===== src/sv/dpfm_pkg.sv =====
// ----------------------------------------------------------------------------
// dpfm_pkg
// Shared field widths, stream layouts and helpers for the paging MMU.
// ----------------------------------------------------------------------------
package dpfm_pkg;

  // Port field widths
  localparam int PID_W   = 2;
  localparam int VPAGE_W = 3;
  localparam int OFF_W   = 12;
  localparam int PA_W    = 15;

  localparam int IN_TDATA_W  = 24;
  localparam int OUT_TDATA_W = 24;

  // Input transaction, lowest field in the lowest bits
  typedef struct packed {
    logic [IN_TDATA_W-PID_W-VPAGE_W-OFF_W-1:0] pad;
    logic [OFF_W-1:0]                          page_offset;
    logic [VPAGE_W-1:0]                        virtual_page;
    logic [PID_W-1:0]                          process_id;
  } in_item_t;

  // Result transaction, lowest field in the lowest bits
  typedef struct packed {
    logic [OUT_TDATA_W-PA_W-2-PID_W-VPAGE_W-1:0] pad;
    logic [VPAGE_W-1:0]                          evicted_page;
    logic [PID_W-1:0]                            evicted_process;
    logic                                        did_evict;
    logic                                        page_fault;
    logic [PA_W-1:0]                             physical_address;
  } out_item_t;

  // Index width for a store of n entries (at least one bit)
  function automatic int idx_width(input int n);
    int w;
    w = (n > 1) ? $clog2(n) : 1;
    return w;
  endfunction

endpackage


===== src/sv/dpfm_table.sv =====
// ----------------------------------------------------------------------------
// dpfm_table
// Translation table: present bits in flops, frame numbers in a synchronous
// memory with registered read.
// ----------------------------------------------------------------------------
module dpfm_table #(
  parameter int NUM_ENTRIES = 32,
  parameter int FRAME_W     = 3
) (
  input  logic                                       clk,
  input  logic                                       rst_n,
  input  logic                                       rd_en,
  input  logic [dpfm_pkg::idx_width(NUM_ENTRIES)-1:0] rd_addr,
  output logic                                       rd_present,
  output logic [FRAME_W-1:0]                         rd_frame,
  input  logic                                       wr_en,
  input  logic [dpfm_pkg::idx_width(NUM_ENTRIES)-1:0] wr_addr,
  input  logic [FRAME_W-1:0]                         wr_frame,
  input  logic                                       clr_en,
  input  logic [dpfm_pkg::idx_width(NUM_ENTRIES)-1:0] clr_addr
);
  import dpfm_pkg::*;

  logic [FRAME_W-1:0]     frame_mem [NUM_ENTRIES];
  logic [NUM_ENTRIES-1:0] present_r;
  logic [NUM_ENTRIES-1:0] present_nxt;
  logic                   rd_present_r;
  logic [FRAME_W-1:0]     rd_frame_r;

  // Clear of the victim first, then set of the newly loaded entry
  always_comb begin
    present_nxt = present_r;
    if (clr_en) begin
      present_nxt[clr_addr] = 1'b0;
    end
    if (wr_en) begin
      present_nxt[wr_addr] = 1'b1;
    end
  end

  always_ff @(posedge clk) begin
    if (!rst_n) begin
      present_r <= '0;
    end else begin
      present_r <= present_nxt;
    end
  end

  always_ff @(posedge clk) begin
    if (wr_en) begin
      frame_mem[wr_addr] <= wr_frame;
    end
    if (rd_en) begin
      rd_frame_r   <= frame_mem[rd_addr];
      rd_present_r <= present_r[rd_addr];
    end
  end

  assign rd_present = rd_present_r;
  assign rd_frame   = rd_frame_r;

endmodule


===== src/sv/dpfm_owner.sv =====
// ----------------------------------------------------------------------------
// dpfm_owner
// Frame owner memory: process and page that hold each physical frame.
// Entries are undefined until their frame is first loaded.
// ----------------------------------------------------------------------------
module dpfm_owner #(
  parameter int NUM_FRAMES = 8,
  parameter int PROC_W     = 2,
  parameter int PAGE_W     = 3
) (
  input  logic                                      clk,
  input  logic                                      rd_en,
  input  logic [dpfm_pkg::idx_width(NUM_FRAMES)-1:0] rd_addr,
  output logic [PROC_W-1:0]                         rd_proc,
  output logic [PAGE_W-1:0]                         rd_page,
  input  logic                                      wr_en,
  input  logic [dpfm_pkg::idx_width(NUM_FRAMES)-1:0] wr_addr,
  input  logic [PROC_W-1:0]                         wr_proc,
  input  logic [PAGE_W-1:0]                         wr_page
);
  import dpfm_pkg::*;

  logic [PROC_W+PAGE_W-1:0] owner_mem [NUM_FRAMES];
  logic [PROC_W+PAGE_W-1:0] rd_data_r;

  always_ff @(posedge clk) begin
    if (wr_en) begin
      owner_mem[wr_addr] <= {wr_proc, wr_page};
    end
    if (rd_en) begin
      rd_data_r <= owner_mem[rd_addr];
    end
  end

  assign rd_proc = rd_data_r[PROC_W+PAGE_W-1:PAGE_W];
  assign rd_page = rd_data_r[PAGE_W-1:0];

endmodule


===== src/sv/demand_paging_fifo_mmu.sv =====
// ----------------------------------------------------------------------------
// demand_paging_fifo_mmu
// Per-process page tables with FIFO frame replacement.
// ----------------------------------------------------------------------------
// Output: result registered at commit, after the table read made at accept;
//   commit waits while a held result sees out_tready low, and is held meanwhile.
// Throughput: one transaction at a time, set by the read-then-write-back turn on
//   the translation table memory (read at accept, update at commit).
// Reset: synchronous rst_n clears all present bits, the fill count and the
//   replacement pointer at once; no clearing pass is needed.
module demand_paging_fifo_mmu #(
  parameter int NUM_PROCESSES     = 4,
  parameter int PAGES_PER_PROCESS = 8,
  parameter int NUM_FRAMES        = 8,
  parameter int OFFSET_BITS       = 12
) (
  input  logic                                clk,
  input  logic                                rst_n,
  input  logic                                in_tvalid,
  output logic                                in_tready,
  // [1:0] process_id, [4:2] virtual_page, [16:5] page_offset
  input  logic [dpfm_pkg::IN_TDATA_W-1:0]     in_tdata,
  output logic                                out_tvalid,
  input  logic                                out_tready,
  // [14:0] physical_address, [15] page_fault, [16] did_evict,
  // [18:17] evicted_process, [21:19] evicted_page
  output logic [dpfm_pkg::OUT_TDATA_W-1:0]    out_tdata
);
  import dpfm_pkg::*;

  localparam int NUM_ENTRIES = NUM_PROCESSES * PAGES_PER_PROCESS;
  localparam int ENTRY_W     = idx_width(NUM_ENTRIES);
  localparam int PROC_W      = idx_width(NUM_PROCESSES);
  localparam int PAGE_W      = idx_width(PAGES_PER_PROCESS);
  localparam int FRAME_W     = idx_width(NUM_FRAMES);
  localparam int FILL_W      = $clog2(NUM_FRAMES + 1);

  localparam logic [OFF_W-1:0] OFF_MASK =
    (OFFSET_BITS >= OFF_W) ? {OFF_W{1'b1}} : OFF_W'((1 << OFFSET_BITS) - 1);

  localparam logic ST_IDLE    = 1'b0;
  localparam logic ST_RESOLVE = 1'b1;

  in_item_t  in_item;
  out_item_t out_item;

  logic                state_r, state_nxt;
  logic [FILL_W-1:0]   filled_r, filled_nxt;
  logic [FRAME_W-1:0]  oldest_r, oldest_nxt;
  logic [ENTRY_W-1:0]  entry_r;
  logic [PROC_W-1:0]   proc_r;
  logic [PAGE_W-1:0]   page_r;
  logic [OFF_W-1:0]    offset_r;
  logic                out_valid_r, out_valid_nxt;
  out_item_t           out_data_r;

  logic                accept;
  logic                commit;
  logic [PID_W-1:0]    proc_red;
  logic [VPAGE_W-1:0]  page_red;
  logic [PROC_W-1:0]   proc_idx;
  logic [PAGE_W-1:0]   page_idx;
  logic [ENTRY_W-1:0]  entry_idx;

  logic                tt_present;
  logic [FRAME_W-1:0]  tt_frame;
  logic [PROC_W-1:0]   own_proc;
  logic [PAGE_W-1:0]   own_page;

  logic                miss;
  logic                evict;
  logic [FRAME_W-1:0]  frame;
  logic [ENTRY_W-1:0]  victim;
  logic [31:0]         pa_full;

  assign in_item = in_tdata;

  assign in_tready = (state_r == ST_IDLE);
  assign accept    = in_tvalid && in_tready;
  assign commit    = (state_r == ST_RESOLVE) && (!out_valid_r || out_tready);

  // Fold out-of-range process and page numbers by repeated subtraction
  always_comb begin
    proc_red = in_item.process_id;
    for (int i = 0; i < (1 << PID_W) - 1; i++) begin
      if (int'(proc_red) >= NUM_PROCESSES) begin
        proc_red = proc_red - PID_W'(NUM_PROCESSES);
      end
    end
    page_red = in_item.virtual_page;
    for (int i = 0; i < (1 << VPAGE_W) - 1; i++) begin
      if (int'(page_red) >= PAGES_PER_PROCESS) begin
        page_red = page_red - VPAGE_W'(PAGES_PER_PROCESS);
      end
    end
  end

  assign proc_idx  = PROC_W'(proc_red);
  assign page_idx  = PAGE_W'(page_red);
  assign entry_idx = ENTRY_W'(int'(proc_idx) * PAGES_PER_PROCESS + int'(page_idx));

  dpfm_table #(
    .NUM_ENTRIES (NUM_ENTRIES),
    .FRAME_W     (FRAME_W)
  ) u_table (
    .clk        (clk),
    .rst_n      (rst_n),
    .rd_en      (accept),
    .rd_addr    (entry_idx),
    .rd_present (tt_present),
    .rd_frame   (tt_frame),
    .wr_en      (commit && miss),
    .wr_addr    (entry_r),
    .wr_frame   (frame),
    .clr_en     (commit && evict),
    .clr_addr   (victim)
  );

  // Owner of the replacement candidate is fetched alongside the table read
  dpfm_owner #(
    .NUM_FRAMES (NUM_FRAMES),
    .PROC_W     (PROC_W),
    .PAGE_W     (PAGE_W)
  ) u_owner (
    .clk     (clk),
    .rd_en   (accept),
    .rd_addr (oldest_r),
    .rd_proc (own_proc),
    .rd_page (own_page),
    .wr_en   (commit && miss),
    .wr_addr (frame),
    .wr_proc (proc_r),
    .wr_page (page_r)
  );

  assign miss   = !tt_present;
  assign evict  = miss && (int'(filled_r) >= NUM_FRAMES);
  assign victim = ENTRY_W'(int'(own_proc) * PAGES_PER_PROCESS + int'(own_page));

  always_comb begin
    if (!miss) begin
      frame = tt_frame;
    end else if (!evict) begin
      frame = FRAME_W'(filled_r);
    end else begin
      frame = oldest_r;
    end
  end

  assign pa_full = (32'(frame) << OFFSET_BITS) | 32'(offset_r);

  always_comb begin
    out_item                  = '0;
    out_item.physical_address = pa_full[PA_W-1:0];
    out_item.page_fault       = miss;
    out_item.did_evict        = evict;
    if (evict) begin
      out_item.evicted_process = PID_W'(own_proc);
      out_item.evicted_page    = VPAGE_W'(own_page);
    end
  end

  always_comb begin
    state_nxt     = state_r;
    filled_nxt    = filled_r;
    oldest_nxt    = oldest_r;
    out_valid_nxt = out_valid_r && !out_tready;
    unique case (state_r)
      ST_IDLE: begin
        if (accept) begin
          state_nxt = ST_RESOLVE;
        end
      end
      ST_RESOLVE: begin
        if (commit) begin
          state_nxt     = ST_IDLE;
          out_valid_nxt = 1'b1;
          if (miss && !evict) begin
            filled_nxt = filled_r + FILL_W'(1);
          end
          if (evict) begin
            oldest_nxt = (int'(oldest_r) == NUM_FRAMES - 1) ? '0 : oldest_r + FRAME_W'(1);
          end
        end
      end
      default: begin
        state_nxt = ST_IDLE;
      end
    endcase
  end

  always_ff @(posedge clk) begin
    if (!rst_n) begin
      state_r     <= ST_IDLE;
      filled_r    <= '0;
      oldest_r    <= '0;
      out_valid_r <= 1'b0;
    end else begin
      state_r     <= state_nxt;
      filled_r    <= filled_nxt;
      oldest_r    <= oldest_nxt;
      out_valid_r <= out_valid_nxt;
    end
  end

  always_ff @(posedge clk) begin
    if (accept) begin
      entry_r  <= entry_idx;
      proc_r   <= proc_idx;
      page_r   <= page_idx;
      offset_r <= in_item.page_offset & OFF_MASK;
    end
    if (commit) begin
      out_data_r <= out_item;
    end
  end

  assign out_tvalid = out_valid_r;
  assign out_tdata  = out_data_r;

endmodule


===== config.mk =====
export PLATFORM = sky130hd
export DESIGN_NAME = demand_paging_fifo_mmu
export DESIGN_NICKNAME = d
export VERILOG_FILES = /design/src/sv/dpfm_pkg.sv /design/src/sv/dpfm_table.sv /design/src/sv/dpfm_owner.sv /design/src/sv/demand_paging_fifo_mmu.sv
export SDC_FILE = /design/constraint.sdc
export NUM_CORES = 1
export LEC_CHECK = 0
export BUFFER_PORTS_ARGS = -buffer_cell sky130_fd_sc_hd__buf_4
export CORE_UTILIZATION = 45
export CTS_CLUSTER_DIAMETER = 40
export DETAILED_ROUTE_END_ITERATION = 8
export SYNTH_ARGS = -nofsm -noshare
export SYNTH_HDL_FRONTEND = slang
export SYNTH_SLANG_ARGS = --single-unit

===== constraint.sdc =====
create_clock -name clk -period 4.2 [get_ports clk]
set_clock_uncertainty 0.1 [all_clocks]
set_input_delay 0.63 -clock clk [delete_from_list [all_inputs] [get_ports clk]]
set_output_delay 0.63 -clock clk [all_outputs]
set_load 0.02 [all_outputs]

# Word level (Yosys, flattened, before mapping)
# Memories as Yosys holds them, arrays and structs flattened. A register that Yosys moved wholly into a read port is not among the register bits.
# Index checks and enable logic that the tools add are counted.
[totals]
out_inout_bits = 26
latchBits = 0
reg_bits = 86
mem_bits_rw = 136
memories = 2
wordCells = 67
rom_bits = 0
[memory_table]
columns = ["name", "depth", "width", "read_ports", "rd_ports_with_merged_regs", "wr", "line", "text"]
rows = [
  ["u_table.frame_mem", 32, 3, 1, 1, 1, "dpfm_table.sv:24", "logic [FRAME_W-1:0] frame_mem [NUM_ENTRIES];"],
  ["u_owner.owner_mem", 8, 5, 1, 1, 1, "dpfm_owner.sv:23", "logic [PROC_W+PAGE_W-1:0] owner_mem [NUM_FRAMES];"],
]
[classes]
order_cmp = 6
n_mul = 0
eq_ne = 1
add_sub_neg = 4
n_mux = 18
div_mod_pow = 0
n_reduce_logical = 16
bitwise_logic = 5
n_shift = 0
[op_table]
columns = ["cell", "n"]
rows = [
  ["$mux 32", 2],
  ["$and 32x32->32", 1],
  ["$not 32->32", 1],
  ["$or 32x32->32", 1],
  ["$lt 5x6->1 const B", 3],
  ["$or 15x12->15", 1],
  ["$add 5x3->5", 2],
  ["$demux 1 s5", 2],
  ["$ge 5x1->1 const B", 2],
  ["$logic_and 1x1->1", 9],
  ["$mux 1", 9],
  ["$mux 3", 3],
  ["$reduce_and 3->1", 2],
  ["$bmux 1 s5", 1],
  ["$add 4x1->4 const B", 1],
  ["$ge 4x4->1 const B", 1],
  ["$logic_not 1->1", 4],
  ["$add 3x1->3 const B", 1],
  ["$eq 3x1->1 const B", 1],
  ["$pmux 1 s2", 1],
  ["$logic_or 1x1->1", 1],
  ["$not 1->1", 1],
]

# Longest topological paths before layout
# Gate-level depths: netlist (run 1).
[depth]
depth_word = 10
mapped_depth = 7

# By module
# A second synthesis (run 1) with hierarchy kept.
[unflattened]
cells_unflattened = 502
area_unflattened_um2 = 8993.6
[by_module_without_submodules]
columns = ["mod", "area_each_um2", "cells_per_inst", "seq_area_each_um2", "n_inst"]
rows = [
  ["dpfm_table", 5461.5, 315, 3643.5, 1],
  ["demand_paging_fifo_mmu", 1788.0, 112, 1351.3, 1],
  ["dpfm_owner", 1744.2, 75, 1351.3, 1],
]

# Worst setup path before layout (run 1)
# No wires, ideal clock.
[synth_path]
path_kind = "reg2reg"
startpoint = "register filled_r[3]"
endpoint = "memory u_owner.owner_mem[1][0] in the netlist's numbering (enable)"
period_less_slack_ps = 3436
t_arrival_ps = 2995
path_stages_with_launch = 7
path_slack_ps = 764
required_time_ps = 3759
path_cell_list = "dfxtp_1 > clkbuf_1 > clkbuf_1 > mux2i_1 > o21ai_0 > nand2_1 > nor2_1"
[synth_between]
elab_chain_cells = 4
[synth_lines]
columns = ["item", "line", "text"]
rows = [
  ["start, declared", "demand_paging_fifo_mmu.sv:48", "logic [FILL_W-1:0] filled_r, filled_nxt;"],
  ["start signal, assigned", "demand_paging_fifo_mmu.sv:200", "filled_r <= filled_nxt;"],
  ["$ge 4x4->1", "demand_paging_fifo_mmu.sv:137", "assign evict = miss && (int'(filled_r) >= NUM_FRAMES);"],
  ["$logic_and 1x1->1", "demand_paging_fifo_mmu.sv:137", ""],
  ["$mux 3", "demand_paging_fifo_mmu.sv:143", "end else if (!evict) begin"],
  ["$mux 3", "demand_paging_fifo_mmu.sv:141", "if (!miss) begin"],
  ["via frame[0]", "demand_paging_fifo_mmu.sv:72", "logic [FRAME_W-1:0] frame;"],
  ["end, declared", "dpfm_owner.sv:23", ""],
]
# The timed path passes the listed nets, and every way through them passes these cells.

# Worst setup path after layout (run 1)
[layout_path]
startpoint = "register u_table.rd_present_r, in the netlist u_table.rd_present"
endpoint = "memory u_table.frame_mem[27][1] (enable)"
[layout_between]
elab_chain_cells = 4
[layout_lines]
columns = ["item", "line", "text"]
rows = [
  ["start, declared", "dpfm_table.sv:27", "logic rd_present_r;"],
  ["start signal, assigned", "dpfm_table.sv:55", "rd_present_r <= present_r[rd_addr];"],
  ["$logic_not 1->1", "demand_paging_fifo_mmu.sv:136", "assign miss = !tt_present;"],
  ["$logic_and 1x1->1", "demand_paging_fifo_mmu.sv:112", ".wr_en (commit && miss),"],
  ["$mux 1", "dpfm_table.sv:50", "if (wr_en) begin"],
  ["$mux 1 (not written as such)", "dpfm_table.sv:51", "frame_mem[wr_addr] <= wr_frame;"],
  ["end, declared", "dpfm_table.sv:24", ""],
]
# Every way passes these cells.

==> flow_summary.toml, run 1 <==
[status]
outcome = "finished, final reports clean"

[sta]
setup_viol = 0
fmax_mhz = 382
final_hold_viol_count = 0
maxSlewViolCount = 0
layout_min_cycle_time_ns = 2.62
period_share = 0.623
relSlewSlack = 0.267
final.setup.tns_ns = 0
tightest_slew_ns = 1.09
setup_slack_ns = 1.58
rsz0062_at_grt = "false"

[die]
core-area_um2 = 19600
initial_core_util = 0.462
ios = 54
dieArea_um2 = 20700
die_w_um = 144
die_h_um = 144
rows = 51

[layout]
multi_input_area_um2 = 2500
postLayoutCellArea_um2 = 10800
nets = 627
area_growth_pct = 19.9
seq_area_um2 = 6350
n_fill_cell = 1558
num_antenna_cells = 0
drive_above_1_share = 0.279

[clock_network]
cts_setup_buffers = 0
cts_tree = "yes"
ctsHtreeMaxLevel = 2
cts_max_path_buffers = 3
clk-insertion-delay-late_ns = 0.50
clock-sinks = 225
numCtsBuffers = 34
clk_pin_slew_ns = 0.05
ctsRootBufferMaster = "clkbuf_16"
hold_buffers = 0
post_cts_resized = 0

[power]
leakagePower_nw = 3.76
max-vdd-ir-drop_mv = 0.352
powerDensity_nw_per_um2 = 534
fin_total_pwr_mw = 5.79

[worst_setup_path]
crit_buf_inv = 1
worstPathArrival_ns = 2.71
cp-end-kind = "register"
path_max_fanout = 10
critical-path-max-stage-delay_ns = 0.93
cp_slowest_cell = "nor3_1"
path_class = "reg -> reg"
cp-start-kind = "register"
crit_chain = "nand2b_1 > nor3_1 > nand2_1 > inv_1"
required_ns = 4.29
cp_top_family = "simple AND/OR/NAND/NOR gates"

[job]
drv_cap = 0

[routing]
drtIter0Drc = 352
ant_nets = 0
via_per_inst = 5.48
drt_wl_total_um = 18500
wl_per_cell_um = 20.9
dr.pass1.iters = 5
dr_total_vias = 4847
remaining_drc_errors = 0

[synthesis]
yosysTopAreaCell = "edfxtp_1"
ys_async_sr_fraction = 0
synth.avg_cell_area_um2 = 16.7
synthTopCellsByArea = "edfxtp_1 61%, mux4_2 12%, dfxtp_1 9.1%, o21a_1 3.0%, a21boi_0 1.5%"
yosys_warnings = 0
synth-edff-count = 184
seq_area_frac_synth = 0.701
synthCells = 542
synth_top_area_frac = 0.611
ys.flop_type = "edfxtp_1"
post_synth_instance_area_um2 = 9050
synth_seq_cells = 225
synth.distinct_cells = 37

[place]
port_buffers = 44
place_congestion = 0.762
pre_cts_ws_ns = 1.19
placed_cell_area_um2 = 9610
place_hpwl_um = 11900

[global_routing]
grt_overflow_total = 0
grt_pass1_vias = 5018
grt_max_degree = 42
grtUsageTotal = 0.192
antenna_found_initial = 0
grt_pass1_wl_um = 28700

[worst_hold_path]
hold_class = "in -> reg"
[layout by cell type (no fill, tap or decap), types with 2 or more instances in the layout]
master	Yosys	final
nand2_1	27	27
and4b_1	3	3
o21a_1	36	36
inv_6	0	4
ha_1	4	4
and2_1	9	9
and3_1	2	2
nand4_1	2	2
bufinv_16	0	8
mux4_2	50	50
inv_1	18	18
mux2i_1	4	4
conb_1	1	2
clkbuf_16	0	35
clkinv_1	0	3
nor4bb_1	3	3
clkinvlp_4	0	2
buf_4	2	49
nor2_1	33	32
edfxtp_1	184	184
o21ai_0	18	15
nand3_1	12	12
dfxtp_1	41	41
clkbuf_1	20	3
nor3_1	4	4
or3_1	5	5
o21ai_2	0	3
a21boi_0	18	18
clkinv_2	0	3
nor4b_1	2	2
nor2b_1	5	4
mux2_2	9	9
nand2b_1	8	8
or2_2	4	4
[metrics by stage]
step / utilization / hold slack [ns] / cells
final: 0.554 / 0.214 / 885
after global placement: 0.491 / 0.301 / 824
after global routing: 0.554 / 0.202 / 885
after detailed placement: 0.491 / 0.306 / 824
after CTS: 0.554 / 0.199 / 885
after floorplan: - / 0.300 / 543
[power by group]
group,switching (mW),internal (mW)
registers,0.0347,2.47
clock network,1.00,2.04
logic,0.142,0.0925
total,1.18,4.61
[path summary, 6_finish.rpt]
check,start,endpoint,slack [ns],depth (start not counted)
setup / recovery,u_table.rd_present$_DFFE_PP_,u_table.frame_mem[27][1]$_DFFE_PP_,1.58,4
hold / removal,in_tdata[8],offset_r[3]$_DFFE_PP_,0.21,1
setup reg to reg,u_table.rd_present$_DFFE_PP_,u_table.frame_mem[27][1]$_DFFE_PP_,1.58,4
hold reg to reg,offset_r[0]$_DFFE_PP_,out_tdata[0]$_DFFE_PN_,0.32,0
[layout make-up]
cell class	count	area share
sequential	225	0.585
inverter	18	0.00623
clock inverter	22	0.0310
clock buffer	39	0.0830
multi-input combinational	267	0.230
timing repair buffer	49	0.0339
tap	265	0.0306
[synthesized netlist by cell type (3+ instances only)]
cell      instances
mux2_2            9
or3_1             5
clkbuf_1         20
nor4bb_1          3
and2_1            9
nor2b_1           5
a21boi_0         18
inv_1            18
nand2_1          27
nand2b_1          8
edfxtp_1        184
or2_2             4
dfxtp_1          41
o21ai_0          18
mux4_2           50
nor3_1            4
buf_6             3
o21a_1           36
ha_1              4
nor2_1           33
buf_1             6
nand3_1          12
and4b_1           3
mux2i_1           4
[registers in the layout (all words and copies together) (netlist names)]
signal,flops
entry_r,5
state_r,1
offset_r,12
u_owner.owner_mem,40
u_table.rd_present,1
filled_r,4
u_owner.rd_data_r,5
out_tvalid,1
u_table.rd_frame,3
oldest_r,3
u_table.frame_mem,96
out_tdata,22
u_table.present_r,32
[worst reg2reg max path: cells and delay by family (launching register included)]
kind          cells  cell delay, ns
flops             1            0.56
simple gates      3            1.48
buf+inv           1            0.19
[kinds of logic after synthesis]
| kind of cell | after synthesis | share of synthesized area |
|---|---|---|
| flops | 225 | 0.701 |
| simple gates | 123 | 0.0701 |
| compound gates | 73 | 0.0559 |
| mux | 63 | 0.140 |
| buf+inv | 51 | 0.0247 |
| fa+ha+maj | 4 | 0.00553 |
| xor+xnor | 2 | 0.00194 |
| other cells | 1 | 0.000414 |
[metal layers]
metal  vias up  GRT usage  part of all wire
met5         -          0                 0
li1       2198          -                 -
met1      2493      0.268              0.46
met4         0     0.0666             0.024
met3        36     0.0403             0.045
met2       120      0.300              0.47
(Power assumes the default switching activity.)
==> run 2: changes to the inputs <==
==> constraint.sdc (replaced) <==
create_clock -name clk -period 2.6 [get_ports clk]
set_clock_uncertainty 0.1 [all_clocks]
set_input_delay 0.39 -clock clk [delete_from_list [all_inputs] [get_ports clk]]
set_output_delay 0.39 -clock clk [all_outputs]
set_load 0.02 [all_outputs]
==> flow_summary.toml, run 2 (synthesized netlist as in run 1, its figures left out) <==
[layout]
reg.largest.list = "u_table.frame_mem (96), u_owner.owner_mem (40), u_table.present_r (32)"
final_cell_mix = "184 x edfxtp_1, 61 x buf_4, 50 x mux4_2"
area_growth_pct = 19.6
drive_above_1_share = 0.280
nets = 648
num_antenna_cells = 0
top_register = "u_table.frame_mem"
final_common_cell = "edfxtp_1"
postLayoutCellArea_um2 = 10800
utilization = 0.552
largest_reg_flops = 96

[power]
internal-power_mw = 6.54
seq_power_share = 0.483
combPwrFrac = 0.050
max-vdd-ir-drop_mv = 0.413
switching_share = 0.217
p_clk_frac = 0.466
leakagePower_nw = 3.75
fin_total_pwr_mw = 8.36
p_sw_mw = 1.81
powerDensity_nw_per_um2 = 772

[clock_network]
cts_tree = "yes"
clk-insertion-delay-late_ns = 0.54
numCtsBuffers = 29
cts_max_path_buffers = 3
cts_setup_buffers = 0
clk_pin_slew_ns = 0.06
post_cts_resized = 0
clock-sinks = 225
ctsRootBufferMaster = "clkbuf_16"
ctsHtreeMaxLevel = 1

[sta]
maxSlewViolCount = 0
setup_viol = 0
tightest_slew_ns = 1.05
final_hold_viol_count = 0
relSlewSlack = 0.293
setup_slack_ns = 0.131
layout_min_cycle_time_ns = 2.47
fmax_mhz = 405
rsz0062_at_grt = "false"
period_share = 0.950
final.setup.tns_ns = 0

[global_routing]
grtUsageTotal = 0.193
antenna_found_initial = 0
grt_pass1_vias = 4921
grt_pass1_wl_um = 29300
grt_overflow_total = 0
grt_max_degree = 42

[routing]
via_per_inst = 5.42
drtIter0Drc = 405
ant_nets = 0
wl_per_cell_um = 20.9
wl_met2_um = 9320
dr_total_vias = 4897
drt_wl_total_um = 18900
routedLengthMet1_um = 8330
routed.top_layer = "met4"
dr.pass1.iters = 5
wl_met3_um = 1010
remaining_drc_errors = 0

[die]
rows = 51
die_w_um = 144
dieArea_um2 = 20700
ios = 54
die_h_um = 144
initial_core_util = 0.462
core-area_um2 = 19600

[worst_setup_path]
path_class = "reg -> reg"
required_ns = 2.75
r2r_slack_ns = 0.13
crit_chain = "nand2_1 > nor3_1 > nand2_1 > inv_1"
cp-end-kind = "register"
cp_top_family = "simple AND/OR/NAND/NOR gates"
crit_buf_inv = 1
cp_common_cell = "nand2_1"
timing.rr.end = "u_table.frame_mem[19][0]$_DFFE_PP_"
cp-start-kind = "register"
reg2reg_depth = 4
path_max_fanout = 13
worstPathArrival_ns = 2.61
critical-path-max-stage-delay_ns = 0.82
cp_slowest_cell = "nor3_1"
crit-reg2reg-launch = "entry_r[0]$_DFFE_PP_"

[place]
place_congestion = 0.793
pre_cts_ws_ns = 0.0848
placed_cell_area_um2 = 9720
port_buffers = 44
place_hpwl_um = 12600

[job]
drv_cap = 0

[status]
outcome = "finished, final reports clean"

[worst_hold_path]
hold_end = "state_r$_SDFF_PN0_"
hold_class = "in -> reg"
whs_path_depth = 3
worstHoldStart = "in_tvalid"
[run 2: power groups by stage]
stage	Clock [mW]	Combinational, mW	Sequential, mW
6_report	3.90	0.421	4.04
2_1_floorplan	0	0.224	4.12
3_5_place_dp	0	0.412	4.11
5_1_grt	4.13	0.456	4.05
3_3_place_gp	0	0.407	4.11
4_1_cts	3.98	0.428	4.04
[run 2: area by class of cell]
class                           instances  area, um^2
Clock buffer                           33         741
Timing Repair Buffer                   75         608
Tap cell                              265         332
Clock inverter                         21         226
Inverter                               18        67.6
Multi-Input combinational cell        267        2500
Fill cell                            1536        8770
Sequential cell                       225        6350
[run 2: worst max-delay path by stage]
stage / cells after the start / slack, ns / start / to
floorplan: 5 / 0.04 / oldest_r[2]$_SDFFE_PN0P_ / u_owner.owner_mem[6][0]$_DFFE_PP_
global placement: 5 / 0.13 / in_tdata[3] / u_table.rd_frame[2]$_DFFE_PP_
detailed placement: 4 / 0.08 / entry_r[0]$_DFFE_PP_ / u_table.frame_mem[19][0]$_DFFE_PP_
CTS: 4 / 0.08 / entry_r[0]$_DFFE_PP_ / u_table.frame_mem[19][0]$_DFFE_PP_
global route: 4 / 0.004 / entry_r[1]$_DFFE_PP_ / u_table.frame_mem[19][0]$_DFFE_PP_
finish: 4 / 0.13 / entry_r[0]$_DFFE_PP_ / u_table.frame_mem[19][0]$_DFFE_PP_
[run 2: metal layers]
layer / up-vias / track usage
li1: 2244 / -
met1: 2488 / 0.268
met2: 143 / 0.322
met3: 22 / 0.0283
met4: 0 / 0.0465
met5: - / 0
[run 2: worst min-delay path, delay by kind of cell]
family	cells	cell delay (ns)
AO/OA/AOI/OAI	1	0.08
buffers and inverters	1	0.09
AND/OR/NAND/NOR	1	0.08
[run 2: stage by stage]
step	hold slack [ns]	cells
4_1_cts	0.0133	904
3_5_place_dp	0.306	837
3_3_place_gp	0.301	837
5_1_grt	0.0539	904
2_1_floorplan	0.300	543
6_report	0.0387	904
[run 2: what timing repair did]
item	in CTS	in global routing
hold buffers	13	0
setup endpoints to repair	0	0
endpoints found under the hold margin	13	0
